**src/rtl/core/pps_pkg.sv**
```systemverilog
`default_nettype none
// ----------------------------------------------------------------------------
// pps_pkg
// Shared widths, limits, register indexes and sequencer states of the
// PID position servo.
// ----------------------------------------------------------------------------
package pps_pkg;

    localparam int SENSOR_BITS_DEF = 10;
    localparam int GAIN_W          = 16;
    localparam int DEG_W           = 9;
    localparam int ELAPSED_W       = 16;
    localparam int DRIVE_W         = 8;
    localparam int ERR_W           = 13;
    localparam int INTEG_W         = 40;
    localparam int INTEG_LO_W      = 20;
    localparam int MUL_BW          = 21;
    localparam int FRAC_W          = 8;
    localparam int DEN_W           = ELAPSED_W + FRAC_W;
    localparam int TGT_DIVISOR     = 90;
    localparam int CFG_IDX_W       = 3;
    localparam int CFG_DATA_W      = 16;

    localparam int ERR_MAX = (1 << (ERR_W - 1)) - 1;
    localparam int ERR_MIN = -(1 << (ERR_W - 1));

    localparam logic signed [INTEG_W-1:0] INTEG_MAX = {1'b0, {(INTEG_W - 1){1'b1}}};
    localparam logic signed [INTEG_W-1:0] INTEG_MIN = {1'b1, {(INTEG_W - 1){1'b0}}};

    typedef enum logic [CFG_IDX_W-1:0] {
        CFG_KP_GAIN    = 3'd0,
        CFG_KD_GAIN    = 3'd1,
        CFG_KI_GAIN    = 3'd2,
        CFG_REF_ZERO   = 3'd3,
        CFG_REF_NINETY = 3'd4,
        CFG_MAX_DRIVE  = 3'd5
    } t_cfg_idx;

    typedef enum logic [3:0] {
        ST_IDLE,
        ST_SPAN,
        ST_TDIV,
        ST_TWAIT,
        ST_ERR,
        ST_EI,
        ST_INT,
        ST_PT,
        ST_ILO,
        ST_IHI,
        ST_ICOMB,
        ST_IBIAS,
        ST_IACC,
        ST_DWAIT,
        ST_DACC,
        ST_DRIVE
    } t_state;

endpackage
`default_nettype wire

```
**src/rtl/core/pps_div.sv**
```systemverilog
`default_nettype none
// ----------------------------------------------------------------------------
// pps_div
// Restoring unsigned divider, one quotient bit per cycle.
// ----------------------------------------------------------------------------
module pps_div import pps_pkg::*; #(
    parameter int NUM_W    = GAIN_W + ERR_W - 1,
    parameter int DEN_BITS = DEN_W
) (
    input  wire logic                i_clk,
    input  wire logic                i_rst_n,
    input  wire logic                i_start,
    input  wire logic [NUM_W-1:0]    i_num,
    input  wire logic [DEN_BITS-1:0] i_den,
    output logic                     o_busy,
    output logic [NUM_W-1:0]         o_quot
);
    localparam int CNT_W = $clog2(NUM_W);

    logic                r_busy;
    logic [CNT_W-1:0]    r_cnt;
    logic [NUM_W-1:0]    r_num;
    logic [DEN_BITS-1:0] r_den;
    logic [DEN_BITS-1:0] r_rem;
    logic [DEN_BITS:0]   trial;
    logic [DEN_BITS:0]   trial_sub;
    logic                fits;

    assign trial     = {r_rem, r_num[NUM_W-1]};
    assign trial_sub = trial - {1'b0, r_den};
    assign fits      = trial >= {1'b0, r_den};

    always_ff @(posedge i_clk) begin
        if (!i_rst_n) begin
            r_busy <= 1'b0;
        end else if (i_start) begin
            r_busy <= 1'b1;
        end else if (r_busy && r_cnt == '0) begin
            r_busy <= 1'b0;
        end
    end

    always_ff @(posedge i_clk) begin
        if (i_start) begin
            r_num <= i_num;
            r_den <= i_den;
            r_rem <= '0;
            r_cnt <= CNT_W'(NUM_W - 1);
        end else if (r_busy) begin
            r_rem <= fits ? trial_sub[DEN_BITS-1:0] : trial[DEN_BITS-1:0];
            r_num <= {r_num[NUM_W-2:0], fits};
            r_cnt <= r_cnt - 1'b1;
        end
    end

    assign o_busy = r_busy;
    assign o_quot = r_num;
endmodule
`default_nettype wire

```
**config.mk**
```make
export PLATFORM = sky130hd
export DESIGN_NAME = pps_div
export DESIGN_NICKNAME = d
export VERILOG_FILES = /design/src/rtl/core/pps_pkg.sv /design/src/rtl/core/pps_div.sv
export SDC_FILE = /design/constraint.sdc
export NUM_CORES = 1
export LEC_CHECK = 0
export BUFFER_PORTS_ARGS = -buffer_cell sky130_fd_sc_hd__buf_2
export CAP_MARGIN = 20
export CORE_MARGIN = 2
export CORE_UTILIZATION = 62
export CTS_BUF_LIST = sky130_fd_sc_hd__clkbuf_8
export DETAILED_ROUTE_END_ITERATION = 10
export GPL_TIMING_DRIVEN = 0
export PLACE_DENSITY = 0.88
export SLEW_MARGIN = 10
export SYNTH_ARGS = -nofsm -noshare
export SYNTH_HDL_FRONTEND = slang
export SYNTH_SLANG_ARGS = --single-unit
export TNS_END_PERCENT = 50
```
**constraint.sdc**
```tcl
create_clock -name i_clk -period 7.7 [get_ports i_clk]
set_input_delay 0.77 -clock i_clk [delete_from_list [all_inputs] [get_ports i_clk]]
set_output_delay 0.77 -clock i_clk [all_outputs]
set_load 0.01 [all_outputs]
```
==> results of run 1 <==
## how the worst max path moves through the flow
stage | depth (start not counted) | startpoint | slack [ps] | end
final | 9 | r_den[6] | 4790 | r_rem[19]
after global routing | 11 | r_den[17] | 4580 | r_rem[22]
after CTS | 9 | r_den[6] | 4820 | r_rem[19]
after detailed placement | 4 | i_start | 4660 | o_quot[23]
after global placement | 4 | i_start | 4780 | o_quot[22]
after floorplan | 9 | r_den[6] | 5120 | r_rem[19]
## metrics by stage
step | utilization, % | instance area (um2) | setup WS [ps] | total power [mW]
final | 73.6 | 5310 | 4790 | 1.07
after global routing | 73.6 | 5310 | 4580 | 1.12
after CTS | 73.6 | 5310 | 4820 | 1.07
after detailed placement | 71.0 | 5120 | 4660 | 0.775
after global placement | 71.0 | 5120 | 4780 | 0.763
after floorplan | - | 4580 | 5120 | 0.700
## layout make-up
type	instances	area (um2)	area share (%)
inverter	31	116	2.19
tap	99	124	2.33
clock buffer	9	124	2.33
timing repair buffer	83	415	7.83
buffer	22	91.3	1.72
multi-input combinational	305	2210	41.7
sequential	82	2160	40.7
clock inverter	7	61.3	1.16
## power by group through the flow
stage / registers, mW / clock network (mW) / logic [mW]
global placement: 0.535 / 0 / 0.228
global route: 0.533 / 0.323 / 0.266
detailed placement: 0.538 / 0 / 0.237
CTS: 0.528 / 0.301 / 0.240
floorplan: 0.541 / 0 / 0.159
finish: 0.529 / 0.300 / 0.243
## logic make-up (layout without fill, tap and decap cells)
kind of cell | Yosys count | in the layout
compound gates | 116 | 116
xor+xnor | 19 | 19
fa+ha+maj | 26 | 26
buf+inv | 53 | 152
flops | 82 | 82
mux | 30 | 30
simple gates | 114 | 114
## state kept, by name, summed over array words and instances (netlist names)
| signal | flops |
|---|---|
| o_busy | 1 |
| o_quot | 28 |
| r_cnt | 5 |
| r_den | 24 |
| r_rem | 24 |
## worst max-delay path, stage by stage, from the launching register on
cell,delay (ps)
edfxtp_1,340
inv_1,40
ha_1,390
a211o_1,340
a221o_1,370
a2111o_1,440
o21a_1,190
o31a_1,230
a311oi_1,310
o21ai_1,130
## layout by cell type (no fill, tap or decap), types with 3 or more instances in the layout
cell type  instances
o21bai_1           4
nor3_1             7
clkbuf_1          15
xnor2_1           15
clkbuf_8           9
or3_1              3
a311oi_1          14
nand4_1            4
nand2_1           40
nand2b_1           6
o21a_1             9
a211oi_1           3
a21oi_1           13
o21ai_0           20
and3_1             4
dfxtp_1           30
nor2b_1            5
nand3_1            4
a21o_1            10
a32oi_1            6
buf_2             90
a31oi_1            5
o31a_1             3
mux2_2            29
a21boi_0           4
ha_1              25
edfxtp_1          52
xor2_1             4
inv_1             31
nor2_1            31
o31ai_1            4
## metal layers
metal / routed length, um / global-route usage, % / up-vias
li1: - / - / 1817
met1: 4550 / 33.1 / 1802
met2: 5240 / 46.8 / 156
met3: 747 / 7.63 / 26
met4: 297 / 12.2 / 0
met5: 0 / 0 / -
==> results.toml, run 1 <==
[place]
routabilityCongestion = 0.905
dp_hpwl_um = 7970
dp_cells = 622
port-buffer-count = 83

[synthesis]
avgSynthCellArea_um2 = 10.4
synth_area_um2 = 4580
synth_ff_type = "edfxtp_1"
synthMuxAreaShare_pct = 7.34
yosys_warnings = 0
ys_top_cells_by_count = "edfxtp_1, nand2_1, inv_1, nor2_1, dfxtp_1"
synth_compound_area_share_pct = 18.4
synth_adder_area_share_pct = 7.26
postSynthCellCount = 440
synth_top_family_by_area = "compound AO/OA/AOI/OAI gates"
ys_seq_area_share_pct = 47.2
yosysMostFrequentCell = "edfxtp_1"
synth_edf_count = 52
synthArstFlopShare_pct = 0
synth-simple-area-share_pct = 11.7
synth_top_area_share_pct = 34.1
synth_top_area_cell = "edfxtp_1"
synth.distinct_cells = 57
synth_xor_area_share_pct = 3.63
synth.ff_latch_count = 82
ys_top_cells_by_area = "edfxtp_1, dfxtp_1, mux2_2"
syn_nets = 521

[sta]
post-route-period-util_pct = 37.8
whs_ps = 505
clock.fmax_mhz = 343
slew_violations = 0
finalCriticalPeriod_ps = 2910
maxSlewHeadroom_pct = 28.5
finalHoldViolations = 0
rsz0062_at_grt = "false"
setup_tns_ps = 0
finalSetupViolations = 0
worst_slew_pin_slew_ps = 1070
finClkSkew_ps = 14.1

[setup_path]
crit_arrival_ps = 3160
reg2regPathDepth = 9
worst_r2r_startpoint = "r_den[6]"
critical_path.endpoint_type = "register"
r2r_slack_ps = 4790
critPathRequiredTime_ps = 7950
critical_path_class = "reg -> reg"
critPathLaunchType = "register"
path_max_fanout = 8
r2r-end = "r_rem[19]"

[cts]
cts_sinks = 82
path_clk_slew_ps = 90
post_cts_buffers = 0
cts_resized = 0
h-tree-depth = 3
numCtsBuffers = 9
cts_hold_buf = 0
tritoncts = "done"
clk_latency_ps = 370
cts.path.max_buffers = 2
cts-root-buf = "clkbuf_8"

[power_and_ir_drop]
p_int_mw = 0.736
clockPowerShare_pct = 28.0
combPwrFrac_pct = 22.7
p_leak_nw = 2.31
ir_worst_vdd_mv = 0.134
p_seq_share_pct = 49.3
p_switching_mw = 0.336
power_density_nw_per_um2 = 202
switching_share_pct = 31.3

[worst_hold_path]
min_path_type = "reg -> reg"
hold_path_depth = 2
hold_start = "r_rem[3]"
holdPathEnd = "r_rem[4]"

[route]
num_vias = 3801
post-route-drc-count = 0
routed_wl_um = 10800
avgRoutedWirePerCell_um = 17.0
via_per_inst = 5.96
antenna_left = 0
firstDrtPassIters = 5
drt_iter0_drc = 242

[outcome]
status = "complete, no violations"

[grt]
grt_pass1_wl_um = 18000
grt_max_degree = 29
grt_pass1_vias = 3867
gr-usage-all-layers_pct = 27.6
gr-total-overflow = 0
antenna_found_initial = 0

[floorplan]
top_level_ports = 84
die_h_um = 90.0
core_area_um2 = 7210
row_count = 31
initial_core_util_pct = 63.5
die_w_um = 90.0
die_area_um2 = 8100

[final_layout]
drive_gt1_share_pct = 26.7
nFillCells = 519
synthToLayoutAreaGrowth_pct = 15.8
diodes = 0
fin_nets = 615
stdcell_count = 638

[flow_run]
maxCapViolCount = 0
Note: power is estimated with default switching activity, not from simulation.
==> run 2, diff against run 1 <==
Settings changed: CORE_UTILIZATION 62 to 52, PLACE_DENSITY 0.88 to 0.78.
Clock period 7.7 ns to 2.5 ns, I/O delays scaled along.
==> run 2 against run 1 <==
Against the previous run:
- the flow now finishes with violations (setup timing)
- highest routed layer unchanged
- die area increased by 18%
- cell count grew 3.3%
- clock power grew to 3.0 times the previous value
- sequential cell count stayed put
- critical path depth unchanged
- combinational power rose to 3.6 times the previous value
- worst hold slack worse by 450 ps
- fmax grew 11%
- global-route usage fell by 5.9 points
- power rose to 3.2 times the previous value
- largest cell class unchanged
- clock skew fell by 1.2 ps
==> results.toml, run 2 (synthesis gave the netlist of run 1 again) <==
[outcome]
status = "finished with violations"
violations = "setup timing"

[setup_path]
critical_path_class = "reg -> reg"
cpLargestDelayFamily = "compound AO/OA/AOI/OAI gates"
r2r-end = "r_rem[19]"
cp_slowest_cell = "edfxtp_1"
path_max_fanout = 4
cp_num_buf_inv = 1
critPathMaxStageDelay_ps = 410
r2r_slack_ps = -120
crit_arrival_ps = 2870
worst_r2r_startpoint = "r_den[6]"
critPathLaunchType = "register"
critPathRequiredTime_ps = 2740
reg2regPathDepth = 9
crit_chain = "inv_2, ha_4, a211o_1, a221o_1, a2111o_1, o21a_1, o31a_1, a311oi_2, o21ai_1"
critPathLaunch = "r_den[6]"
critical_path.endpoint_type = "register"

[worst_hold_path]
hold_path_depth = 1
holdPathEnd = "r_den[13]"
hold_start = "i_den[13]"
min_path_type = "in -> reg"

[grt]
gr-total-overflow = 0
gr-usage-all-layers_pct = 21.7
grt_pass1_vias = 3719
antenna_found_initial = 0
grt_max_degree = 29
grt_pass1_wl_um = 17100

[floorplan]
core_area_um2 = 8640
die_w_um = 97.9
die_h_um = 97.9
initial_core_util_pct = 53.1
die_area_um2 = 9580
top_level_ports = 84
row_count = 34

[final_layout]
final_area_um2 = 5670
drive_gt1_share_pct = 33.6
largest_reg_flops = 28
nFillCells = 670
layout_common_cells = "buf_2, edfxtp_1, nand2_1"
final_common_cell = "buf_2"
synthToLayoutAreaGrowth_pct = 23.8
diodes = 0
fin_nets = 627

[flow_run]
maxCapViolCount = 0

[sta]
clock.fmax_mhz = 381
maxSlewHeadroom_pct = 55.4
finalCriticalPeriod_ps = 2620
fin_ws_ps = -124
finalSetupViolations = 4
post-route-period-util_pct = 105
rsz0062_at_grt = "true"
finClkSkew_ps = 13.0
worst_slew_pin_slew_ps = 667
finalHoldViolations = 0
whs_ps = 58.4
slew_violations = 0

[cts]
numCtsBuffers = 9
cts.path.max_buffers = 2
clk_latency_ps = 360
cts-root-buf = "clkbuf_8"
path_clk_slew_ps = 90
tritoncts = "done"
h-tree-depth = 3
cts_sinks = 82

[place]
port-buffer-count = 83
dp_hpwl_um = 7360
routabilityCongestion = 0.869
post_dp_cell_area_um2 = 5150

[route]
post-route-drc-count = 0
drt_iter0_drc = 218
antenna_left = 0
routed_wl_um = 10400
via_per_inst = 5.74
firstDrtPassIters = 5
num_vias = 3782
avgRoutedWirePerCell_um = 15.8

[power_and_ir_drop]
p_leak_nw = 2.43
power_density_nw_per_um2 = 600
ir_worst_vdd_mv = 0.456
-- run 2: what timing repair did --
item,4_1_cts,5_1_grt
gates resized for setup,20,27
cloned,0,1
endpoints found under the setup margin,25,24
setup buffers,9,7
hold buffers,0,0
pin swaps,9,14
-- run 2: area by class of cell --
| type | count | area (um2) | share of cell area (%) |
|---|---|---|---|
| well taps | 108 | 135 | 2.38 |
| repair buffers | 100 | 597 | 10.5 |
| plain buffers | 17 | 106 | 1.87 |
| clock inverters | 7 | 62.6 | 1.10 |
| clock buffers | 9 | 124 | 2.18 |
| inverters | 31 | 116 | 2.05 |
| multi-input cells | 305 | 2370 | 41.8 |
| flip-flops and latches | 82 | 2160 | 38.1 |
-- run 2: how the worst max path moves through the flow --
stage / endpoint / slack [ps] / cells past startpoint
floorplan: o_quot[0] / 7 / 11
global placement: o_quot[0] / -290 / 11
detailed placement: r_rem[14] / -330 / 11
CTS: r_rem[19] / -130 / 9
global route: r_rem[19] / -210 / 9
finish: r_rem[19] / -120 / 9
-- run 2: report_power, final --
part | switching (mW) | total, mW | internal (mW)
sequential | 0.0610 | 1.63 | 1.57
clock | 0.534 | 0.910 | 0.376
combinational | 0.453 | 0.867 | 0.414
-- run 2: per-stage QoR --
stage	TNS, ps	power, mW	std cells	worst slack [ps]	utilization (%)
floorplan	0	2.16	440	7.18	-
global placement	-5490	2.36	631	-290	59.6
detailed placement	-6480	2.38	631	-326	59.6
CTS	-171	3.35	652	-131	63.5
global route	-1720	3.58	659	-212	65.7
finish	-252	3.40	659	-124	65.7
-- run 2: routing by layer --
| layer | global-route usage (%) | vias up | share of wire, % |
|---|---|---|---|
| met5 | 0 | - | 0 |
| met4 | 6.84 | 0 | 1.4 |
| met3 | 6.23 | 18 | 6.5 |
| met2 | 35.9 | 117 | 48 |
| met1 | 27.7 | 1803 | 44 |
| li1 | - | 1844 | - |
==> run 3, diff against run 2 <==
Settings changed: TNS_END_PERCENT 50 to default.
==> run 3 against run 2 <==
Against the previous run:
- the run still ends with setup timing left
- clock power rose by 0.4%
- fmax rose by 1.6%
- core utilization barely moved
- setup slack improved by 41 ps
- final area barely moved
- wire length rose by 1.5%
- first-iteration DRC count rose by 14%
- critical path type unchanged
- largest cell class unchanged
==> results.toml, run 3 (synthesis gave the netlist of run 1 again) <==
[power_and_ir_drop]
clockPowerShare_pct = 26.8
p_leak_nw = 2.43
ir_worst_vdd_mv = 0.455
p_seq_share_pct = 47.7
combPwrFrac_pct = 25.5
p_switching_mw = 1.06
p_int_mw = 2.36
power_density_nw_per_um2 = 601
switching_share_pct = 30.9

[grt]
grt_max_degree = 29
grt_pass1_vias = 3729
gr-usage-all-layers_pct = 21.8
grt_pass1_wl_um = 17100
gr-total-overflow = 0
antenna_found_initial = 0

[floorplan]
die_w_um = 97.9
core_area_um2 = 8640
top_level_ports = 84
die_area_um2 = 9580
initial_core_util_pct = 53.1
die_h_um = 97.9
row_count = 34

[cts]
tritoncts = "done"
numCtsBuffers = 9
h-tree-depth = 3
cts-root-buf = "clkbuf_8"
cts.path.max_buffers = 2
clk_latency_ps = 360
cts_sinks = 82
cts_hold_buf = 0
path_clk_slew_ps = 90

[sta]
post-route-period-util_pct = 103
clock.fmax_mhz = 387
slew_violations = 0
fin_ws_ps = -83.4
finalCriticalPeriod_ps = 2580
whs_ps = 60.6
finalSetupViolations = 4
finClkSkew_ps = 14.5
worst_slew_pin_slew_ps = 655
finalHoldViolations = 0
maxSlewHeadroom_pct = 56.2
setup_tns_ps = -142
rsz0062_at_grt = "true"

[place]
port-buffer-count = 83
dp_hpwl_um = 7360
routabilityCongestion = 0.869

[route]
via_per_inst = 5.72
drt_iter0_drc = 248
routed_wl_um = 10600
firstDrtPassIters = 4
post-route-drc-count = 0
avgRoutedWirePerCell_um = 16.1
num_vias = 3774
antenna_left = 0

[final_layout]
diodes = 0
fin_nets = 628
layout_common_cells = "buf_2, edfxtp_1, nand2_1"
drive_gt1_share_pct = 33.5
final_common_cell = "buf_2"
largest_reg_flops = 28
synthToLayoutAreaGrowth_pct = 23.9

[worst_hold_path]
min_path_type = "in -> reg"
hold_path_depth = 1
holdPathEnd = "r_den[13]"
hold_start = "i_den[13]"

[setup_path]
critical_path_class = "reg -> reg"
crit_arrival_ps = 2820
reg2regPathDepth = 9
cp_num_buf_inv = 1
critPathLaunchType = "register"
critical_path.endpoint_type = "register"
worstSetupPathDepth = 9
critPathRequiredTime_ps = 2740
cp_slowest_cell = "edfxtp_1"
path_max_fanout = 2
crit_chain = "inv_2, ha_4, a211o_1, a221o_1, a2111o_1, o21a_1, o31a_1, a311oi_2, o21ai_1"
critPathMaxStageDelay_ps = 400
worst_r2r_startpoint = "r_den[6]"
cpLargestDelayFamily = "compound AO/OA/AOI/OAI gates"
r2r_slack_ps = -80
r2r-end = "r_rem[19]"

[outcome]
status = "finished with violations"
violations = "setup timing"

[flow_run]
maxCapViolCount = 0
-- run 3: worst max-delay path by stage --
| stage | startpoint | to | slack (ps) |
|---|---|---|---|
| 3_5_place_dp | r_den[13] | r_rem[14] | -330 |
| 6_report | r_den[6] | r_rem[19] | -80 |
| 5_1_grt | r_den[10] | r_rem[19] | -200 |
| 4_1_cts | r_den[6] | r_rem[19] | -100 |
| 2_1_floorplan | r_den[13] | o_quot[0] | 7 |
| 3_3_place_gp | r_den[13] | o_quot[0] | -290 |
-- run 3: metal layers --
layer	global-route usage [%]	up-vias	routed length (um)
met1	27.9	1795	4610
met3	6.23	17	644
met2	36.1	117	5180
met5	0	-	0
li1	-	1845	-
met4	6.84	0	171
-- run 3: cell type report --
| type | count | area, um2 |
|---|---|---|
| clock inverters | 7 | 62.6 |
| repair buffers | 101 | 601 |
| inverters | 31 | 116 |
| flip-flops and latches | 82 | 2160 |
| fillers | 667 | 2960 |
| clock buffers | 9 | 124 |
| well taps | 108 | 135 |
| multi-input cells | 305 | 2370 |
| plain buffers | 17 | 106 |
-- run 3: power by group through the flow --
| stage | clock (mW) | combinational, mW | sequential (mW) |
|---|---|---|---|
| finish | 0.914 | 0.871 | 1.63 |
| global route | 0.992 | 0.951 | 1.64 |
| CTS | 0.937 | 0.793 | 1.63 |
| detailed placement | 0 | 0.726 | 1.65 |
| global placement | 0 | 0.713 | 1.65 |
| floorplan | 0 | 0.493 | 1.67 |
-- run 3: stage by stage --
stage          area (um2)  power [mW]  util [%]  std cells  worst slack (ps)
2_1_floorplan        4600        2.16         -        440              7.18
3_5_place_dp         5150        2.38      59.6        631              -326
3_3_place_gp         5150        2.36      59.6        631              -290
6_report             5680        3.41      65.7        660             -83.4
4_1_cts              5510        3.36      63.8        654              -102
5_1_grt              5680        3.58      65.7        660              -202
-- run 3: what timing repair did --
action	CTS	global route
buffers inserted	11	4
gates resized for setup	24	23
gates cloned	0	2
pin swaps	9	10
setup endpoints to repair	25	24
-- run 3: worst reg2reg max path, cell delays in order (launching register included) --
cell and delay [ps]:
edfxtp_1 400, inv_2 80, ha_4 200, a211o_1 260, a221o_1 360, a2111o_1 390, o21a_1 200, o31a_1 250
a311oi_2 230, o21ai_1 90
